$ cat src/design/qdt_pkg.sv
// shared constants, types and register codes of the quadratic distance transform
package qdt_pkg;

    localparam int MAX_LEN  = 64;
    localparam int IDX_W    = 6;
    localparam int CNT_W    = 7;
    localparam int ZA_W     = 7;
    localparam int SAMPLE_W = 32;
    localparam int VAL_W    = 48;
    localparam int DEN_W    = 38;
    localparam int DVD_W    = 64;
    localparam int POS_W    = 14;
    localparam int CFG_W    = 32;
    localparam int CFG_IDX_W = 3;

    localparam logic [CNT_W-1:0] MAX_OUT = 7'd64;
    localparam logic [VAL_W-1:0] B_MAX   = 48'h7FFF_FFFF_FFFF;
    localparam logic [VAL_W-1:0] B_MIN   = 48'h8000_0000_0000;

    // configuration register indexes
    localparam logic [CFG_IDX_W-1:0] REG_QUAD   = 3'd0;
    localparam logic [CFG_IDX_W-1:0] REG_LIN    = 3'd1;
    localparam logic [CFG_IDX_W-1:0] REG_START  = 3'd2;
    localparam logic [CFG_IDX_W-1:0] REG_COUNT  = 3'd3;
    localparam logic [CFG_IDX_W-1:0] REG_STRIDE = 3'd4;

    typedef struct packed {
        logic [30:0] quad;
        logic [31:0] lin;
        logic [10:0] start;
        logic [6:0]  count;
        logic [4:0]  stride;
    } cfg_t;

    // one queued word, tagged by the front end
    typedef struct packed {
        logic [SAMPLE_W-1:0] sample;
        logic                last;
        logic                keep;
        logic                first;
        logic [IDX_W-1:0]    idx;
    } item_t;

    typedef struct packed {
        logic             start;
        logic [VAL_W-1:0] num;
        logic [DEN_W-1:0] den;
    } div_req_t;

    typedef struct packed {
        logic             busy;
        logic             done;
        logic [VAL_W-1:0] quot;
    } div_rsp_t;

endpackage

$ cat src/design/qdt_front.sv
// input side: accepts words, tags store index and run position, two-entry queue
module qdt_front (
    input  logic                           clk,
    input  logic                           rst_n,
    input  logic                           s_tvalid,
    output logic                           s_tready,
    input  logic [qdt_pkg::SAMPLE_W-1:0]   s_tdata,
    input  logic                           s_tlast,
    output qdt_pkg::item_t                 q_item,
    output logic                           q_valid,
    input  logic                           q_ready
);
    import qdt_pkg::*;

    logic [CNT_W-1:0] count_reg;
    logic [1:0]       fill_reg;
    logic             wptr_reg;
    logic             rptr_reg;
    item_t            fifo_reg [2];
    item_t            tag;
    logic             push;
    logic             pop;

    // classify the incoming word
    always_comb
    begin
        tag.sample = s_tdata;
        tag.last   = s_tlast;
        tag.keep   = (count_reg < CNT_W'(MAX_LEN));
        tag.first  = (count_reg == '0);
        tag.idx    = count_reg[IDX_W-1:0];
    end

    assign s_tready = (fill_reg != 2'd2);
    assign q_valid  = (fill_reg != 2'd0);
    assign q_item   = fifo_reg[rptr_reg];
    assign push     = s_tvalid && s_tready;
    assign pop      = q_valid && q_ready;

    // run counter and queue pointers
    always_ff @(posedge clk or negedge rst_n)
    begin
        if (!rst_n)
        begin
            count_reg <= '0;
            fill_reg  <= '0;
            wptr_reg  <= 1'b0;
            rptr_reg  <= 1'b0;
        end
        else
        begin
            if (push)
            begin
                if (s_tlast)
                    count_reg <= '0;
                else if (tag.keep)
                    count_reg <= count_reg + 1'b1;
                wptr_reg <= !wptr_reg;
            end
            if (pop)
                rptr_reg <= !rptr_reg;
            if (push && !pop)
                fill_reg <= fill_reg + 1'b1;
            else if (pop && !push)
                fill_reg <= fill_reg - 1'b1;
        end
    end

    // queue storage
    always_ff @(posedge clk)
    begin
        if (push)
            fifo_reg[wptr_reg] <= tag;
    end

endmodule

$ cat config.mk
export PLATFORM = sky130hd
export DESIGN_NAME = qdt_front
export DESIGN_NICKNAME = d
export VERILOG_FILES = /design/src/design/qdt_pkg.sv /design/src/design/qdt_front.sv
export SDC_FILE = /design/constraint.sdc
export NUM_CORES = 1
export LEC_CHECK = 0
export BUFFER_PORTS_ARGS = -buffer_cell sky130_fd_sc_hd__buf_2
export CAP_MARGIN = 20
export CORE_MARGIN = 2
export CORE_UTILIZATION = 40
export DETAILED_ROUTE_END_ITERATION = 8
export PLACE_DENSITY = 0.67
export SYNTH_ARGS = -nofsm -noshare
export SYNTH_HDL_FRONTEND = slang
export SYNTH_SLANG_ARGS = --single-unit
export TNS_END_PERCENT = 100
$ cat constraint.sdc
create_clock -name clk -period 2.7 [get_ports clk]
set_input_delay 0.54 -clock clk [delete_from_list [all_inputs] [get_ports clk]]
set_output_delay 0.54 -clock clk [all_outputs]
set_load 0.02 [all_outputs]
==> impl_results.md <==
- Reg-to-reg endpoint: fifo_reg[1][7]
- Vias: 1,897
- CP max FO: 21
- Final hold vios: 0
- Detailed placement HPWL: 3990 µm
- Status: finished clean
- Number of global-route vias before repair: 1,997
- R2r setup slk: 1.01 ns
- ANT cells: 0
- Pwr Density: 1110 nW/µm²
- Critical Path RT: 2.16 ns
- CTS tree: done
- Die area: 9720 µm²
- Cell variety after synth: 34
- Initial antenna violation count: 0
- Cells along the critical path: buf_4 > mux2_2 > buf_2
- Die Ht: 98.6 µm
- VDD IR max: 0.635 mV
- Rel. slew slack: 61.9%
- Yosys warns: 0
- Synth Instances: 191
- Die span in x: 98.6 µm
- Grt total ovfl: 0
- CP max stage delay: 0.68 ns
- Nets@finish: 319
- Worst Path Arrival: 1.87 ns
- RSZ-0062 raised after global routing: no
- Area share of the largest cell type after synthesis: 68.8%
- Clock slew at reported path FFs: 0.08 ns
- Met2 wire length: 3100 µm
- Worst r2r path cells: 3
- Cells after DPL: 376
- Syn nets: 231
- Worst Hold Class: input pin to async pin
- Max Fclk: 0.416 GHz
- Slowest cell on crit path: dfrtp_2
- Number of hold buffers added after cts: 0
- Starting Density: 41.1%
- Final Instance Count excl. Fillers: 392
- Total Power: 4.82 mW
- Clk Latency, worst-skew pair: 0.35 ns
- Antenna viol nets, final: 0
- Largest net degree at the start of global routing: 42
- Type of origin of the critical path: flip-flop
- Fin crit share: 89.1%
- Max-cap violations: 0
- I/O Buffers: 79
- Post-layout minimum cycle time: 2.41 ns
- Slew @ Worst Pin: 0.572 ns
- Avg Cell Area, Syn: 18.7 µm²
- Syn Std Cell Area: 3580 µm²
- Fin. max-slew vios: 0
- # rows: 34
- Clock root buffer: clkbuf_8
- Register bit total from synthesis: 93
- Buf/Inv on CP: 2
- Drt total wl: 6030 µm
- Met1 WL: 2530 µm
- Kind of critical path: flip-flop to output port
- Sinks on Clock Net: 93
- DRT Pass-1 Iters: 4
- Total GRT Usage: 13.2%
- Via density: 4.84
- Setup crit end kind: output port
- Ys async rst share: 11.8%
- First-pass GRT wire length: 9780 µm
- Routed WL per cell: 15.4 µm
- Final Skew: 0.00908 ns
- Sequential-to-total area share from yosys stat: 76.5%
- Layout cells sized above 1: 52.5%
- Num CTS Buffers: 9
- LEAKAGE: 1.63 nW
- Worst r2r src: fill_reg[0]
- Placer Congestion: 0.769
- Cts repair resizes: 0
- Finish-stage setup viols: 0
- Setup TNS: 0 ns
- Clk buf depth: 2
- Most used flip-flop cell after synthesis: edfxtp_1
- Number of remaining DRC errors: 0
- Number of enable flip-flop cells after synthesis: 82
- Main area contributors after synthesis: edfxtp_1, mux2_2, dfrtp_1
- Htree depth: 3
- Met3 wire len: 286 µm
- CP top delay family: flip-flops
- Core area: 8720 µm²
- Max FFs per register: 82
- Highest Signal Layer: met4
- Post-CTS Setup Inserts: 0
- Most area-hungry cell type in the Yosys netlist: edfxtp_1
- Hold slack: 0.0567 ns
- Area delta synth->final: 21.6%
- Num ports: 80
- Starting DRC count in detailed routing: 46
## final cells by class
| class | count | area, µm² |
|---|---|---|
| Inverter | 4 | 17.5 |
| Multi-Input combinational cell | 88 | 806 |
| Timing Repair Buffer | 83 | 438 |
| Clock inverter | 4 | 72.6 |
| Clock buffer | 12 | 145 |
| Tap cell | 108 | 135 |
| Fill cell | 747 | 4370 |
| Sequential cell | 93 | 2740 |
## power breakdown
group / leakage [nW] / total [mW] / internal, mW / switching (mW)
Sequential: 0.896 / 2.22 / 2.01 / 0.213
Clock: 0.107 / 0.989 / 0.546 / 0.442
Combinational: 0.629 / 1.61 / 0.682 / 0.930
Total: 1.63 / 4.82 / 3.24 / 1.59
## worst max path at each step
stage	slack, ns	to	start	depth (start not counted)
after floorplan	0.52	fifo_reg[0][0]	fill_reg[0]	3
after global placement	0.64	q_item[40]	rptr_reg	3
after detailed placement	0.63	q_item[40]	rptr_reg	3
after CTS	0.24	q_item[40]	rptr_reg	3
after global routing	0.19	q_item[40]	rptr_reg	3
final	0.29	q_item[12]	rptr_reg	3
## layout by cell type, fill, tap and decap left out, types with 2 or more instances in the layout
cell	n
xnor2_1	3
xor2_1	2
bufinv_16	2
o22ai_1	2
clkbuf_8	10
mux2_2	41
buf_4	3
dfrtp_1	10
a21oi_1	3
buf_2	79
nand2_1	4
nor2_1	6
edfxtp_1	82
clkbuf_1	2
inv_1	3
nor3b_1	2
ha_1	3
a221o_1	2
## Yosys cell counts, types with 2 or more instances
cell,number
a21oi_1,3
inv_1,3
nor2_1,7
a221o_1,2
xnor2_1,3
xor2_1,2
nor3b_1,2
dfrtp_1,11
o22ai_1,2
buf_2,5
ha_1,3
nand2_1,4
and3_1,2
mux2_2,41
edfxtp_1,82
## stage by stage
stage	worst slack [ns]	area, µm²	utilization [%]
2_1_floorplan	0.522	3580	-
3_3_place_gp	0.638	4140	47.4
3_5_place_dp	0.629	4140	47.4
4_1_cts	0.238	4350	49.9
5_1_grt	0.191	4350	49.9
6_report	0.294	4350	49.9
## per-layer routing
metal / GRT usage (%) / up-vias
met5: 0 / -
met4: 5.80 / 0
met3: 3.33 / 11
met2: 21.7 / 50
met1: 16.5 / 929
li1: - / 907
## cells by family after synthesis
logic type / synth area share [%]
flops: 76.4
mux: 12.9
simple gates: 5.00
compound gates: 2.10
buf+inv: 1.29
xor+xnor: 1.22
fa+ha+maj: 1.05
Note: power is estimated with default switching activity, not from simulation.
