$ cat config.mk
export PLATFORM = sky130hd
export DESIGN_NAME = qdt_div
export DESIGN_NICKNAME = d
export VERILOG_FILES = /design/src/design/qdt_pkg.sv /design/src/design/qdt_div.sv
export SDC_FILE = /design/constraint.sdc
export NUM_CORES = 1
export LEC_CHECK = 0
export ABC_AREA = 1
export ABC_CLOCK_PERIOD_IN_PS = 5080
export BUFFER_PORTS_ARGS = -buffer_cell sky130_fd_sc_hd__buf_2
export CORE_ASPECT_RATIO = 1.75
export CORE_MARGIN = 10
export CORE_UTILIZATION = 37
export DETAILED_ROUTE_END_ITERATION = 6
export PLACE_DENSITY = 0.6
export RECOVER_POWER = 25
export SYNTH_ARGS = -nofsm -noshare
export SYNTH_HDL_FRONTEND = slang
export SYNTH_SLANG_ARGS = --single-unit
$ cat constraint.sdc
create_clock -name clk -period 5.08 [get_ports clk]
set_clock_uncertainty 0.05 [all_clocks]
set_input_delay 0 -clock clk [delete_from_list [all_inputs] [get_ports clk]]
set_output_delay 0 -clock clk [all_outputs]
set_load 0.02 [all_outputs]
$ cat src/design/qdt_pkg.sv
// shared constants, types and register codes of the quadratic distance transform
package qdt_pkg;

    localparam int MAX_LEN  = 64;
    localparam int IDX_W    = 6;
    localparam int CNT_W    = 7;
    localparam int ZA_W     = 7;
    localparam int SAMPLE_W = 32;
    localparam int VAL_W    = 48;
    localparam int DEN_W    = 38;
    localparam int DVD_W    = 64;
    localparam int POS_W    = 14;
    localparam int CFG_W    = 32;
    localparam int CFG_IDX_W = 3;

    localparam logic [CNT_W-1:0] MAX_OUT = 7'd64;
    localparam logic [VAL_W-1:0] B_MAX   = 48'h7FFF_FFFF_FFFF;
    localparam logic [VAL_W-1:0] B_MIN   = 48'h8000_0000_0000;

    // configuration register indexes
    localparam logic [CFG_IDX_W-1:0] REG_QUAD   = 3'd0;
    localparam logic [CFG_IDX_W-1:0] REG_LIN    = 3'd1;
    localparam logic [CFG_IDX_W-1:0] REG_START  = 3'd2;
    localparam logic [CFG_IDX_W-1:0] REG_COUNT  = 3'd3;
    localparam logic [CFG_IDX_W-1:0] REG_STRIDE = 3'd4;

    typedef struct packed {
        logic [30:0] quad;
        logic [31:0] lin;
        logic [10:0] start;
        logic [6:0]  count;
        logic [4:0]  stride;
    } cfg_t;

    // one queued word, tagged by the front end
    typedef struct packed {
        logic [SAMPLE_W-1:0] sample;
        logic                last;
        logic                keep;
        logic                first;
        logic [IDX_W-1:0]    idx;
    } item_t;

    typedef struct packed {
        logic             start;
        logic [VAL_W-1:0] num;
        logic [DEN_W-1:0] den;
    } div_req_t;

    typedef struct packed {
        logic             busy;
        logic             done;
        logic [VAL_W-1:0] quot;
    } div_rsp_t;

endpackage

$ cat src/design/qdt_div.sv
// iterative divider for boundary points: floor(num * 2^16 / den), saturated to 48 bits
module qdt_div (
    input  logic               clk,
    input  logic               rst_n,
    input  qdt_pkg::div_req_t  req,
    output qdt_pkg::div_rsp_t  rsp
);
    import qdt_pkg::*;

    logic             busy_reg;
    logic             done_reg;
    logic [5:0]       cnt_reg;
    logic [DEN_W-1:0] rem_reg;
    logic [DVD_W-1:0] dvd_reg;
    logic [DEN_W-1:0] den_reg;
    logic             neg_reg;

    logic [VAL_W-1:0] num_abs;
    logic [DEN_W+1:0] trial;
    logic             ge;
    logic [DEN_W-1:0] rem_next;
    logic             sat;
    logic [VAL_W-1:0] mag;

    assign num_abs  = req.num[VAL_W-1] ? (~req.num + 1'b1) : req.num;
    assign trial    = {1'b0, rem_reg, dvd_reg[DVD_W-1]} - {2'b00, den_reg};
    assign ge       = !trial[DEN_W+1];
    assign rem_next = ge ? trial[DEN_W-1:0] : {rem_reg[DEN_W-2:0], dvd_reg[DVD_W-1]};

    // control
    always_ff @(posedge clk or negedge rst_n)
    begin
        if (!rst_n)
        begin
            busy_reg <= 1'b0;
            done_reg <= 1'b0;
            cnt_reg  <= '0;
        end
        else
        begin
            done_reg <= 1'b0;
            if (req.start && !busy_reg)
            begin
                busy_reg <= 1'b1;
                cnt_reg  <= '0;
            end
            else if (busy_reg)
            begin
                cnt_reg <= cnt_reg + 1'b1;
                if (cnt_reg == 6'd63)
                begin
                    busy_reg <= 1'b0;
                    done_reg <= 1'b1;
                end
            end
        end
    end

    // one quotient bit per cycle, quotient shifts into the dividend register
    always_ff @(posedge clk)
    begin
        if (req.start && !busy_reg)
        begin
            rem_reg <= '0;
            dvd_reg <= {1'b0, num_abs[VAL_W-2:0], 16'd0};
            den_reg <= req.den;
            neg_reg <= req.num[VAL_W-1];
        end
        else if (busy_reg)
        begin
            rem_reg <= rem_next;
            dvd_reg <= {dvd_reg[DVD_W-2:0], ge};
        end
    end

    // round toward minus infinity and saturate
    assign sat = |dvd_reg[DVD_W-1:VAL_W-1];
    assign mag = {1'b0, dvd_reg[VAL_W-2:0]} + VAL_W'(neg_reg && (rem_reg != '0));

    always_comb
    begin
        rsp.busy = busy_reg;
        rsp.done = done_reg;
        if (sat)
            rsp.quot = neg_reg ? B_MIN : B_MAX;
        else
            rsp.quot = neg_reg ? (~mag + 1'b1) : mag;
    end

endmodule

==> results_tabular.tex, run 1 <==
\begin{tabular}{lr}
\hline
Metric & Value \\
\hline
\multicolumn{2}{l}{\textbf{Run status}} \\
Result of the run & complete, but fails checks \\
Failing checks & DRC, capacitance limit, slew limit \\
\multicolumn{2}{l}{\textbf{Power}} \\
Relative contribution of sequential cells to total power & 0.290 \\
Net load switching power & between 3 and 4 mW \\
Internal power component & roughly 4.2 mW \\
Switching Share & 0.4753 \\
Worst IR Drop VDD & between 0.3 and 0.4 mV \\
Fraction of power consumed by the clock network & 0.172 \\
Combinational share of power & 0.538 \\
Leakage power summed over all cells & 7.081 nW \\
Power Density & between 500 and 600 nW/um\^{}2 \\
\multicolumn{2}{l}{\textbf{Critical path}} \\
Launching element type of the critical path & register \\
Data arrival at the endpoint of the critical path & 4.59 ns \\
Largest fanout on the critical path & 4 \\
Data required time of the critical path & around 5 ns \\
Worst R2R Setup Slack & $\sim$1.9 ns \\
Endpoint type of the worst setup path & output port \\
Reg-to-Reg Start & busy\_reg\$\_DFF\_PN0\_ \\
Class of the most critical setup path & register to output port \\
Depth of the most critical reg-to-reg path & 3 \\
Crit Reg-Reg Endpoint & dvd\_reg[39]\$\_DFFE\_PP\_ \\
\multicolumn{2}{l}{\textbf{Floorplan}} \\
Die X-Extent & 160.9 um \\
Top-level I/O count & approximately 140 \\
Count of standard-cell rows & 90 \\
Core ar. & roughly 34000 um\^{}2 \\
Effective utilization at floorplan & 0.3741 \\
Die height & about 270 um \\
Die ar. & between 40000 and 50000 um\^{}2 \\
\multicolumn{2}{l}{\textbf{Synth}} \\
Area fraction of the dominant cell type after synthesis & 0.2010 \\
Total nets after synthesis & around 2100 \\
Synth top area cells & sky130\_fd\_sc\_hd\_\_edfxtp\_1, sky130\_fd\_sc\_hd\_\_nand2\_1, sky130\_fd\_sc\_hd\_\_dfxtp\_1, sky130\_fd\_sc\_hd\_\_nor2\_1, sky130\_fd\_sc\_hd\_\_inv\_1 \\
Post-synthesis sequential element count & 149 \\
Combined area of all synthesized cells & 12850 um\^{}2 \\
Post-synthesis area per instance & roughly 6.5 um\^{}2 \\
Count of synthesis-stage warnings from yosys & 0 \\
Leading area contributor after synthesis & sky130\_fd\_sc\_hd\_\_edfxtp\_1 \\
Leading cell type by number of instances after synthesis & sky130\_fd\_sc\_hd\_\_nand2\_1 \\
Number of synthesized flops with an enable pin & 86 \\
Predominant post-synthesis flop cell & sky130\_fd\_sc\_hd\_\_edfxtp\_1 \\
Library cells used by synthesis & between 50 and 60 \\
Cell count after synthesis & $\sim$2000 \\
Leading post-synthesis cells by instance count & sky130\_fd\_sc\_hd\_\_nand2\_1, sky130\_fd\_sc\_hd\_\_nor2\_1, sky130\_fd\_sc\_hd\_\_inv\_1 \\
Post-synthesis async set-or-reset flop share & 0.05369 \\
Part of the Yosys area used for sequential elements & 0.3022 \\
\multicolumn{2}{l}{\textbf{Placement}} \\
Number of input and output port buffers inserted & around 140 \\
DP Area & roughly 14000 um\^{}2 \\
Final HPWL from detailed placement & approximately 38 mm \\
GP Congestion & between 1 and 1.5 \\
\multicolumn{2}{l}{\textbf{Detailed routing}} \\
WL final & between 40 and 50 mm \\
Count of antenna-violating nets left after detailed routing & 0 \\
Number of remaining DRC errors & 16 \\
Wirelength per Cell & 17.85 um \\
Number of vias in the routed layout & $\sim$14000 \\
First-iteration detailed-routing DRC count & between 700 and 800 \\
Avg Vias per Cell & roughly 5.2 \\
Router iterations before antenna repair & 7 \\
\multicolumn{2}{l}{\textbf{Clock network}} \\
CTS H-Tree Depth & 4 \\
Clk sinks & 149 \\
Longest Clk Path Bufs & 2 \\
TritonCTS buffer count & 17 \\
Post-CTS clock slew at the launch and capture registers of the worst setup and hold paths & 0.06 ns \\
Clock latency reported for the late side of the worst-skew pair & approximately 0.45 ns \\
Root Driver & sky130\_fd\_sc\_hd\_\_clkbuf\_16 \\
Clock tree from TritonCTS & yes \\
\multicolumn{2}{l}{\textbf{Final layout}} \\
Fraction of final layout cells sized beyond drive strength 1 & 0.1135 \\
Largest register FFs & 64 \\
Final std cell area, no fill & between 15000 and 20000 um\^{}2 \\
Net count of the finished layout & approximately 2300 \\
Relative area change from synthesis to final layout & 19.51\% \\
\multicolumn{2}{l}{\textbf{Global route}} \\
Number of antenna violations at the first check in global routing & 2 \\
Wire length of the first global-routing pass & 73.74 mm \\
Total Routing Usage GR & 0.2185 \\
Pin count of the biggest net entering global routing & between 60 and 70 \\
Via count of the first global-routing pass & $\sim$14000 \\
GR Overflow Total & 0 \\
\multicolumn{2}{l}{\textbf{STA}} \\
Fmax & about 220 MHz \\
Post-layout min period & roughly 4.6 ns \\
Count of final max-slew check failures & $\sim$110 \\
Final-layout setup total negative slack & 0 ns \\
Number of hold-slack violations in the final timing report & 0 \\
Final setup vio count & 0 \\
Worst slew margin relative to its limit & -0.1775 \\
Transition time of the tightest slew-check pin & between 1.5 and 2 ns \\
Fraction of the cycle the final worst path needs & 0.9143 \\
Unrepaired setup endpoints after global routing & no \\
\multicolumn{2}{l}{\textbf{Job}} \\
Max\_cap viols & 2 \\
\multicolumn{2}{l}{\textbf{Worst hold path}} \\
Worst-case hold path end point & dvd\_reg[52]\$\_DFFE\_PP\_ \\
Startpoint of the tightest hold check path & req[74] \\
Tightest Hold Check Type & input pin to register \\
Hold-critical path depth & 4 \\
\hline
\end{tabular}
==> logic make-up (layout without fill, tap and decap cells) <==
group,Yosys count,count (layout),synth area share
adders and majority gates,45,45,0.04440
xor gates and xnor gates,78,78,0.05375
DFF,149,149,0.3022
and+or+nand+nor,1140,1140,0.3860
muxes,1,1,0.0007790
AOI/OAI and AO/OA,279,279,0.1239
buffers and inverters,298,502,0.08900
other,0,1,0
==> power by group through the flow <==
stage	registers (mW)	logic (mW)	clock network (mW)
CTS	2.29	4.26	1.40
finish	2.31	4.28	1.37
detailed placement	2.31	4.20	0
global route	2.37	4.82	1.44
floorplan	2.16	3.16	0
global placement	2.30	4.15	0
==> layout by cell type, fill, tap and decap left out, drive strengths merged, types with 2 or more instances in the layout <==
master       instances
a211oi               3
a21boi               5
a21o                 7
a21oi               80
a31oi                5
and3                 2
buf                143
bufinv               5
clkbuf              25
clkinv               8
dfrtp                8
dfxtp               55
dlygate4sd3         75
edfxtp              86
ha                  44
inv                246
nand2              590
nand3              150
nand3b               8
nand4               41
nor2               292
nor3                30
nor3b                2
nor4                20
o211ai               4
o21a                 2
o21ai              116
o21bai               5
o22ai               45
o32ai                3
or2                  3
xnor2               38
xor2                40
==> through the flow <==
stage | util | std cells | setup slack [ns] | hold WS [ns] | total power [mW]
global placement | 0.4071 | 2547 | 0.7470 | -0.2001 | 6.454
floorplan | - | 1990 | 1.951 | -0.3456 | 5.319
detailed placement | 0.4071 | 2547 | 0.6821 | -0.1921 | 6.510
CTS | 0.4471 | 2654 | 0.1701 | 0.002554 | 7.950
global route | 0.4471 | 2655 | 0.06914 | 0.01323 | 8.639
finish | 0.4471 | 2655 | 0.4353 | 0.008081 | 7.954
==> routing by layer <==
metal	part of all wire	wire length, um	vias to the layer above	GRT usage
li1	-	-	6915	-
met1	0.34	16210	6282	0.2027
met2	0.55	25840	394	0.4235
met3	0.039	1852	151	0.02915
met4	0.074	3491	2	0.1564
met5	0.00015	7	-	0
==> worst max-delay path: stages, from the launching register on <==
cell and delay, ns:
sky130_fd_sc_hd__dfxtp_1 0.35, sky130_fd_sc_hd__nor4_2 0.49, sky130_fd_sc_hd__nand4_1 0.28, sky130_fd_sc_hd__nor4_1 0.31, sky130_fd_sc_hd__a21oi_1 0.17, sky130_fd_sc_hd__ha_1 0.26, sky130_fd_sc_hd__ha_1 0.29, sky130_fd_sc_hd__inv_1 0.10
sky130_fd_sc_hd__ha_1 0.16, sky130_fd_sc_hd__inv_1 0.05, sky130_fd_sc_hd__nor2_1 0.09, sky130_fd_sc_hd__nand2_1 0.07, sky130_fd_sc_hd__nor2_1 0.14, sky130_fd_sc_hd__nand3_1 0.15, sky130_fd_sc_hd__inv_1 0.10, sky130_fd_sc_hd__nand2_1 0.06
sky130_fd_sc_hd__nor2_1 0.29, sky130_fd_sc_hd__nand3_1 0.12, sky130_fd_sc_hd__nand2_1 0.18, sky130_fd_sc_hd__nand3_1 0.10, sky130_fd_sc_hd__nand2_1 0.07, sky130_fd_sc_hd__nand2_1 0.04, sky130_fd_sc_hd__nand2_1 0.08, sky130_fd_sc_hd__buf_2 0.18
==> layout make-up <==
type,instances,area [um^2]
Multi-Input combinational cell,1543,7843
Clock buffer,20,436.7
Timing Repair Buffer,223,1504
Clock inverter,12,185.2
Fill cell,3585,18990
Antenna cell,1,2.502
Tap cell,460,575.6
Inverter,247,927.1
Sequential cell,149,3884
==> worst max path at each step <==
stage / start / cells past startpoint / to / slack (ns)
after global placement: rem_reg[33]$_SDFFE_PP0P_ / 23 / rsp[44] / 0.75
after detailed placement: rem_reg[33]$_SDFFE_PP0P_ / 23 / rsp[44] / 0.68
after global routing: rem_reg[33]$_SDFFE_PP0P_ / 23 / rsp[44] / 0.07
after floorplan: rem_reg[9]$_SDFFE_PP0P_ / 18 / rsp[22] / 1.95
final: rem_reg[33]$_SDFFE_PP0P_ / 23 / rsp[44] / 0.44
after CTS: rem_reg[33]$_SDFFE_PP0P_ / 23 / rsp[44] / 0.17
==> what timing repair did <==
action                                  CTS  global route
setup buffers                             0             0
hold endpoints to repair                 81             0
resized for setup                         0             2
hold buffers                             75             0
endpoints found under the setup margin    0            22
No activity file was read; power rests on OpenSTA's default activity.
==> run 2: changes to the inputs <==
BUFFER_PORTS_ARGS = not set   (was -buffer_cell sky130_fd_sc_hd__buf_2)
CTS_BUF_LIST = sky130_fd_sc_hd__clkbuf_2 sky130_fd_sc_hd__clkbuf_4 sky130_fd_sc_hd__clkbuf_8   (was not set)
DONT_BUFFER_PORTS = 1   (was not set)
PLACE_DENSITY = 0.56   (was 0.6)
==> run 2 against run 1 <==
  * Utilization decreased by 0.91 points
  * The run ends with capacitance limit, slew limit left
  * Via count barely moved
  * Critical path depth down 3
  * Combinational power increased by 1%
  * Highest routed layer is now met4
  * Count of clock-buffer cells in the layout unchanged
  * Critical path type unchanged
  * Final cell count shrank 3.1%
==> results_tabular.tex, run 2 (synthesis results as in run 1) <==
\begin{tabular}{lr}
\hline
Metric & Value \\
\hline
\multicolumn{2}{l}{\textbf{STA}} \\
Count of final max-slew check failures & 106 (-1.9\%) \\
Worst Slack Setup Final & 0.3203 ns (-0.1149 ns) \\
Unrepaired setup endpoints after global routing & no \\
Final-layout setup total negative slack & 0 ns (unchanged) \\
Transition time of the tightest slew-check pin & 1.751 ns (-0.01572 ns) \\
Fraction of the cycle the final worst path needs & 0.9369 (+0.02263) \\
Number of hold-slack violations in the final timing report & 0 (unchanged) \\
Post-layout min period & 4.760 ns (+0.1149 ns) \\
Worst slew margin relative to its limit & -0.1670 (+0.01048) \\
Fmax & 210.1 MHz (-2.4\%) \\
Final setup vio count & 0 (unchanged) \\
\multicolumn{2}{l}{\textbf{Floorplan}} \\
Die X-Extent & 160.9 um (unchanged) \\
Effective utilization at floorplan & 0.3741 (unchanged) \\
Core ar. & 34350 um\^{}2 (unchanged) \\
Die height & 266.5 um (unchanged) \\
Count of standard-cell rows & 90 (unchanged) \\
Die ar. & 42880 um\^{}2 (unchanged) \\
Top-level I/O count & 139 (unchanged) \\
\multicolumn{2}{l}{\textbf{Critical path}} \\
Launching element type of the critical path & register \\
Class of the most critical setup path & register to output port \\
Cell type with the highest occurrence count on the critical path & sky130\_fd\_sc\_hd\_\_nand2\_1 \\
Largest fanout on the critical path & 4 (unchanged) \\
Data required time of the critical path & 5.03 ns (about the same) \\
Cell with the biggest individual delay on the critical path & sky130\_fd\_sc\_hd\_\_nor4\_1 \\
Worst path bufs/invs & 2 (-2) \\
Cell chain of the critical path & nor4\_1 > nand4\_1 > nor4\_2 > a21oi\_1 > ha\_1 > ha\_1 > inv\_1 > nand4\_1 > nor2\_1 > nand2\_1 > nor2\_2 > nand2\_1 > inv\_1 > nand2\_1 > nor2\_1 > nand2\_1 > nor2\_1 > nand2\_1 > nand2\_1 > xor2\_1 \\
Endpoint type of the worst setup path & output port \\
Data arrival at the endpoint of the critical path & 4.71 ns (+0.12 ns) \\
Max incr delay on CP & 0.56 ns (+0.07 ns) \\
Family of cells with the greatest summed delay on the critical path & simple AND/OR/NAND/NOR gates \\
\multicolumn{2}{l}{\textbf{Placement}} \\
Final HPWL from detailed placement & 38.27 mm (+0.17\%) \\
Worst setup timing slack at the placement stage & 0.5411 ns (-0.1410 ns) \\
Number of input and output port buffers inserted & 0 (-100\%) \\
GP Congestion & 1.016 (+1.6\%) \\
\multicolumn{2}{l}{\textbf{Detailed routing}} \\
Number of vias in the routed layout & 13734 (-0.073\%) \\
Routed wire length on met3 & 2.310 mm (+25\%) \\
WL final & 49.39 mm (+4.2\%) \\
Number of remaining DRC errors & 0 (-16) \\
First-iteration detailed-routing DRC count & 737 (+4.5\%) \\
Metal2 WL & 25.85 mm (about the same) \\
Routed met1 length & 17.03 mm (+5.0\%) \\
Top metal layer carrying routed signals & met4 \\
Count of antenna-violating nets left after detailed routing & 0 (unchanged) \\
Wirelength per Cell & 19.19 um (+7.5\%) \\
Avg Vias per Cell & 5.336 (+3.1\%) \\
Router iterations before antenna repair & 6 (-1) \\
\multicolumn{2}{l}{\textbf{Final layout}} \\
Leading cell type in the layout, fill and taps excluded & sky130\_fd\_sc\_hd\_\_nand2\_1 \\
Core utilization of the finished layout & 0.4381 (-0.009071) \\
Fraction of final layout cells sized beyond drive strength 1 & 0.05821 (-0.05528) \\
Relative area change from synthesis to final layout & 17.09\% \\
Largest register FFs & 64 (unchanged) \\
Highest-count cells in the layout ignoring fill and taps & sky130\_fd\_sc\_hd\_\_nand2\_1, sky130\_fd\_sc\_hd\_\_nor2\_1, sky130\_fd\_sc\_hd\_\_inv\_1 \\
Net count of the finished layout & 2234 (-3.5\%) \\
Fillers & 3633 (+1.3\%) \\
\multicolumn{2}{l}{\textbf{Power}} \\
Fraction of power consumed by the clock network & 0.132 (-0.040) \\
Worst IR Drop VDD & 0.3284 mV (-17\%) \\
Net load switching power & 3.785 mW (+0.11\%) \\
Internal power component & 3.862 mW (-7.5\%) \\
Power Density & 508.3 nW/um\^{}2 (-1.9\%) \\
Switching Share & 0.4950 (+0.01964) \\
Combinational share of power & 0.566 (+0.028) \\
Leakage power summed over all cells & 6.685 nW (-5.6\%) \\
Relative contribution of sequential cells to total power & 0.302 (+0.012) \\
\multicolumn{2}{l}{\textbf{Clock network}} \\
Post-CTS clock slew at the launch and capture registers of the worst setup and hold paths & 0.09 ns (+0.03 ns) \\
CTS H-Tree Depth & 4 (unchanged) \\
Clock tree from TritonCTS & yes \\
Clk sinks & 149 (unchanged) \\
Longest Clk Path Bufs & 2 (unchanged) \\
Clock latency reported for the late side of the worst-skew pair & 0.50 ns (+0.05 ns) \\
Root Driver & sky130\_fd\_sc\_hd\_\_clkbuf\_8 \\
TritonCTS buffer count & 17 (unchanged) \\
Buffers inserted by post-CTS timing repair & 0 (unchanged) \\
\multicolumn{2}{l}{\textbf{Global route}} \\
Via count of the first global-routing pass & 13926 (+0.14\%) \\
Total Routing Usage GR & 0.2247 (+0.006279) \\
GR Overflow Total & 0 (unchanged) \\
Pin count of the biggest net entering global routing & 77 (+12\%) \\
Number of antenna violations at the first check in global routing & 2 (unchanged) \\
Wire length of the first global-routing pass & 75.14 mm (+1.9\%) \\
\multicolumn{2}{l}{\textbf{Run status}} \\
Result of the run & complete, but fails checks \\
Failing checks & capacitance limit, slew limit \\
\multicolumn{2}{l}{\textbf{Worst hold path}} \\
Tightest Hold Check Type & input pin to register \\
\multicolumn{2}{l}{\textbf{Job}} \\
Max\_cap viols & 2 (unchanged) \\
\hline
\end{tabular}
-- run 2: worst paths after layout --
| check | from | endpoint | slack [ns] | cells after the start |
|---|---|---|---|---|
| setup / recovery | rem_reg[22]$_SDFFE_PP0P_ | rsp[37] | 0.32 | 20 |
| hold / removal | req[60] | dvd_reg[40]$_DFFE_PP_ | 0.04 | 5 |
| setup reg to reg | busy_reg$_DFF_PN0_ | dvd_reg[23]$_DFFE_PP_ | 0.85 | 6 |
| hold reg to reg | cnt_reg[5]$_DFFE_PN0P_ | cnt_reg[5]$_DFFE_PN0P_ | 0.44 | 1 |
| max in group asynchronous | rst_n | done_reg$_DFF_PN0_ | 4.37 | 2 |
| min in group asynchronous | rst_n | busy_reg$_DFF_PN0_ | 0.34 | 2 |
-- run 2: metrics by stage --
step / area [um^2] / cells / hold WS, ns / power (mW)
after CTS: 15050 / 2573 / 0.002190 / 7.645
after global placement: 13300 / 2410 / -0.3453 / 6.436
after floorplan: 12850 / 1990 / -0.3456 / 5.319
after detailed placement: 13300 / 2410 / -0.3453 / 6.450
final: 15050 / 2574 / 0.04418 / 7.648
after global routing: 15050 / 2574 / 0.04273 / 8.330
-- run 2: power groups by stage --
stage / Clock (mW) / Sequential, mW / Combinational [mW]
2_1_floorplan: 0 / 2.16 / 3.16
3_3_place_gp: 0 / 2.32 / 4.12
3_5_place_dp: 0 / 2.32 / 4.13
4_1_cts: 1.04 / 2.29 / 4.31
5_1_grt: 1.09 / 2.37 / 4.86
6_report: 1.01 / 2.31 / 4.33
-- run 2: layout make-up --
type | instances | area (um^2) | area share
Multi-Input combinational cell | 1543 | 7856 | 0.5222
Sequential cell | 149 | 3884 | 0.2581
Timing Repair Buffer | 142 | 1381 | 0.09181
Inverter | 247 | 927.1 | 0.06162
Tap cell | 460 | 575.6 | 0.03825
Clock buffer | 20 | 269.0 | 0.01788
Clock inverter | 12 | 150.1 | 0.009979
Antenna cell | 1 | 2.502 | 0.0001663
-- run 2: repair_timing --
item / 4_1_cts / 5_1_grt
gates resized for setup: 1 / 3
hold buffers: 131 / 0
setup endpoints to repair: 2 / 6
endpoints found under the hold margin: 116 / 0
-- run 2: worst reg2reg max path: stages (launching register included) --
cell                            delay (ns)
sky130_fd_sc_hd__dfrtp_1              0.89
sky130_fd_sc_hd__nor2_4               0.29
sky130_fd_sc_hd__clkbuf_2             1.29
sky130_fd_sc_hd__o21ai_0              0.28
sky130_fd_sc_hd__dlygate4sd3_1        0.65
sky130_fd_sc_hd__o22ai_1              0.10
sky130_fd_sc_hd__dlygate4sd3_1        0.57
-- run 2: routing by layer --
layer  up-vias  track usage
met4         0       0.1823
met1      6261       0.2092
met5         -            0
met3       201      0.03625
met2       515       0.4206
li1       6757            -
==> run 3: changes to the inputs <==
PLACE_DENSITY = not set   (was 0.56)
==> run 3 against run 2 <==
  * The flow still finishes with violations (capacitance limit, slew limit)
  * Critical endpoint is now rsp[44]
  * Register-to-register slack improved by 0.22 ns
  * Critical path depth increased by 2
  * Sequential power barely moved
  * Setup slack better by 0.096 ns
  * Routed wire length is 3.4% lower
==> results_tabular.tex, run 3 (synthesis results as in run 1) <==
\begin{tabular}{lr}
\hline
Metric & Value \\
\hline
\multicolumn{2}{l}{\textbf{Floorplan}} \\
Count of standard-cell rows & 90 (unchanged) \\
Die X-Extent & 160.9 um (unchanged) \\
Die ar. & 42880 um\^{}2 (unchanged) \\
Die height & 266.5 um (unchanged) \\
Effective utilization at floorplan & 0.3741 (unchanged) \\
Top-level I/O count & 139 (unchanged) \\
Core ar. & 34350 um\^{}2 (unchanged) \\
\multicolumn{2}{l}{\textbf{Clock network}} \\
TritonCTS buffer count & 17 (unchanged) \\
Clk sinks & 149 (unchanged) \\
Longest Clk Path Bufs & 2 (unchanged) \\
Clock latency reported for the late side of the worst-skew pair & 0.49 ns (about the same) \\
Buffers inserted by post-CTS timing repair & 0 (unchanged) \\
CTS H-Tree Depth & 4 (unchanged) \\
Clock tree from TritonCTS & yes \\
Post-CTS clock slew at the launch and capture registers of the worst setup and hold paths & 0.08 ns (about the same) \\
Root Driver & sky130\_fd\_sc\_hd\_\_clkbuf\_8 \\
\multicolumn{2}{l}{\textbf{Power}} \\
Power Density & 498.4 nW/um\^{}2 (-1.9\%) \\
Fraction of power consumed by the clock network & 0.124 (-0.008) \\
Relative contribution of sequential cells to total power & 0.302 (about the same) \\
Internal power component & 3.845 mW (-0.43\%) \\
Post-route total power & 7.566 mW (-1.1\%) \\
Switching Share & 0.4918 (-0.003216) \\
Combinational share of power & 0.573 (+0.007) \\
Net load switching power & 3.721 mW (-1.7\%) \\
Leakage power summed over all cells & 6.782 nW (+1.4\%) \\
Worst IR Drop VDD & 0.3184 mV (-3.1\%) \\
\multicolumn{2}{l}{\textbf{STA}} \\
Count of final max-slew check failures & 107 (+0.94\%) \\
Unrepaired setup endpoints after global routing & no \\
Final setup vio count & 0 (unchanged) \\
Worst slew margin relative to its limit & -0.1613 (+0.005730) \\
Transition time of the tightest slew-check pin & 1.742 ns (-0.008594 ns) \\
Fraction of the cycle the final worst path needs & 0.9181 (-0.01883) \\
Number of hold-slack violations in the final timing report & 0 (unchanged) \\
Post-layout min period & 4.664 ns (-0.09568 ns) \\
Final Hold Slack & 0.03918 ns (-0.004997 ns) \\
Final-layout setup total negative slack & 0 ns (unchanged) \\
Fmax & 214.4 MHz (+2.1\%) \\
\multicolumn{2}{l}{\textbf{Detailed routing}} \\
Number of vias in the routed layout & 13827 (+0.68\%) \\
Count of antenna-violating nets left after detailed routing & 0 (unchanged) \\
Avg Vias per Cell & 5.318 (-0.33\%) \\
First-iteration detailed-routing DRC count & 777 (+5.4\%) \\
Wirelength per Cell & 18.35 um (-4.4\%) \\
WL final & 47.72 mm (-3.4\%) \\
Number of remaining DRC errors & 0 (unchanged) \\
Router iterations before antenna repair & 6 (unchanged) \\
\multicolumn{2}{l}{\textbf{Critical path}} \\
Largest fanout on the critical path & 4 (unchanged) \\
Class of the most critical setup path & register to output port \\
Worst path bufs/invs & 3 (+1) \\
Endpoint type of the worst setup path & output port \\
Worst R2R Setup Slack & 1.07 ns (+0.22 ns) \\
Cell with the biggest individual delay on the critical path & sky130\_fd\_sc\_hd\_\_nor4\_1 \\
Max incr delay on CP & 0.56 ns (about the same) \\
Cell type with the highest occurrence count on the critical path & sky130\_fd\_sc\_hd\_\_nand2\_1 \\
Data arrival at the endpoint of the critical path & 4.61 ns (-0.10 ns) \\
Cell chain of the critical path & nor4\_1 > nand4\_1 > nor4\_1 > a21oi\_1 > ha\_1 > ha\_1 > inv\_1 > ha\_1 > inv\_1 > nor2\_1 > nand2\_1 > nor2\_1 > nand3\_1 > inv\_1 > nand2\_1 > nor2\_1 > nand3\_1 > nand2\_1 > nand3\_1 > nand2\_1 > nand2\_1 > nand2\_1 \\
Family of cells with the greatest summed delay on the critical path & simple AND/OR/NAND/NOR gates \\
Data required time of the critical path & 5.03 ns (about the same) \\
Launching element type of the critical path & register \\
\multicolumn{2}{l}{\textbf{Final layout}} \\
Leading cell type in the layout, fill and taps excluded & sky130\_fd\_sc\_hd\_\_nand2\_1 \\
Core utilization of the finished layout & 0.4420 (+0.003935) \\
Largest register FFs & 64 (unchanged) \\
Relative area change from synthesis to final layout & 18.14\% \\
Fraction of final layout cells sized beyond drive strength 1 & 0.06645 (+0.008237) \\
Net count of the finished layout & 2258 (+1.1\%) \\
Highest-count cells in the layout ignoring fill and taps & sky130\_fd\_sc\_hd\_\_nand2\_1, sky130\_fd\_sc\_hd\_\_nor2\_1, sky130\_fd\_sc\_hd\_\_inv\_1 \\
\multicolumn{2}{l}{\textbf{Global route}} \\
Pin count of the biggest net entering global routing & 69 (-10\%) \\
Via count of the first global-routing pass & 13981 (+0.39\%) \\
GR Overflow Total & 0 (unchanged) \\
Number of antenna violations at the first check in global routing & 2 (unchanged) \\
Wire length of the first global-routing pass & 73.38 mm (-2.3\%) \\
Total Routing Usage GR & 0.2173 (-0.007448) \\
\multicolumn{2}{l}{\textbf{Job}} \\
Max\_cap viols & 2 (unchanged) \\
\multicolumn{2}{l}{\textbf{Run status}} \\
Result of the run & complete, but fails checks \\
Failing checks & capacitance limit, slew limit \\
\multicolumn{2}{l}{\textbf{Placement}} \\
Number of input and output port buffers inserted & 0 (unchanged) \\
GP Congestion & 1.059 (+4.2\%) \\
Final HPWL from detailed placement & 36.75 mm (-4.0\%) \\
\multicolumn{2}{l}{\textbf{Worst hold path}} \\
Tightest Hold Check Type & input pin to register \\
\hline
\end{tabular}
==> run 3: changes by cell type in the layout (fill, tap and decap cells not counted), moves of 2 or more <==
cell,delta
sky130_fd_sc_hd__inv_6,-2
sky130_fd_sc_hd__dlygate4sd3_1,+2
sky130_fd_sc_hd__nor4_2,-2
sky130_fd_sc_hd__buf_4,+22
sky130_fd_sc_hd__clkbuf_4,+2
sky130_fd_sc_hd__nor4_1,+2
sky130_fd_sc_hd__diode_2,+2
==> run 3: timing repair <==
| action | 4_1_cts | 5_1_grt |
|---|---|---|
| hold buffers | 133 | 0 |
| endpoints found under the setup margin | 0 | 2 |
| gates resized for setup | 0 | 1 |
| endpoints found under the hold margin | 116 | 0 |
==> run 3: path summary, 6_finish.rpt <==
path                                          startpoint                endpoint  cells after the start
worst max-delay path            rem_reg[25]$_SDFFE_PP0P_                 rsp[44]                     22
worst min-delay path                             req[48]   dvd_reg[30]$_DFFE_PP_                      6
worst max register to register        busy_reg$_DFF_PN0_   dvd_reg[23]$_DFFE_PP_                      7
worst min register to register    cnt_reg[5]$_DFFE_PN0P_  cnt_reg[5]$_DFFE_PN0P_                      1
max in group asynchronous                          rst_n      busy_reg$_DFF_PN0_                      2
min in group asynchronous                          rst_n  cnt_reg[5]$_DFFE_PN0P_                      2
==> run 3: worst min-delay path, stage by stage <==
cell and delay (ns):
sky130_fd_sc_hd__nor2_1 0.03, sky130_fd_sc_hd__nand3_1 0.13, sky130_fd_sc_hd__nand2_1 0.07, sky130_fd_sc_hd__inv_1 0.07, sky130_fd_sc_hd__nor2_1 0.04, sky130_fd_sc_hd__o22ai_1 0.11
==> run 3: final cells by class <==
cell class	count	area [um^2]
Clock inverter	10	106.4
Antenna cell	3	7.507
Fill cell	3635	19160
Tap cell	460	575.6
Timing Repair Buffer	166	1567
Inverter	247	927.1
Clock buffer	22	284.0
Sequential cell	149	3885
Multi-Input combinational cell	1543	7829
==> run 3: power by group through the flow <==
stage,registers [mW],clock network (mW),logic [mW]
after global placement,2.29,0,4.08
after detailed placement,2.30,0,4.12
after floorplan,2.16,0,3.16
after CTS,2.27,0.969,4.30
after global routing,2.35,1.01,4.90
final,2.29,0.941,4.34
==> run 3: metrics by stage <==
stage	instances	setup slack, ns	instance area [um^2]
2_1_floorplan	1990	1.951	12850
3_3_place_gp	2432	0.9392	13470
3_5_place_dp	2432	0.8755	13470
4_1_cts	2597	0.3076	15200
5_1_grt	2599	0.005428	15180
6_report	2600	0.4160	15180
==> run 3: metal layers <==
metal  global-route usage  wire length, um  part of all wire  up-vias
met5                    0                0                 0        -
met4               0.1762             4029             0.084        0
met3              0.03486             2287             0.048      194
met2               0.4031            24840              0.52      484
met1               0.2054            16560              0.35     6335
li1                     -                -                 -     6814
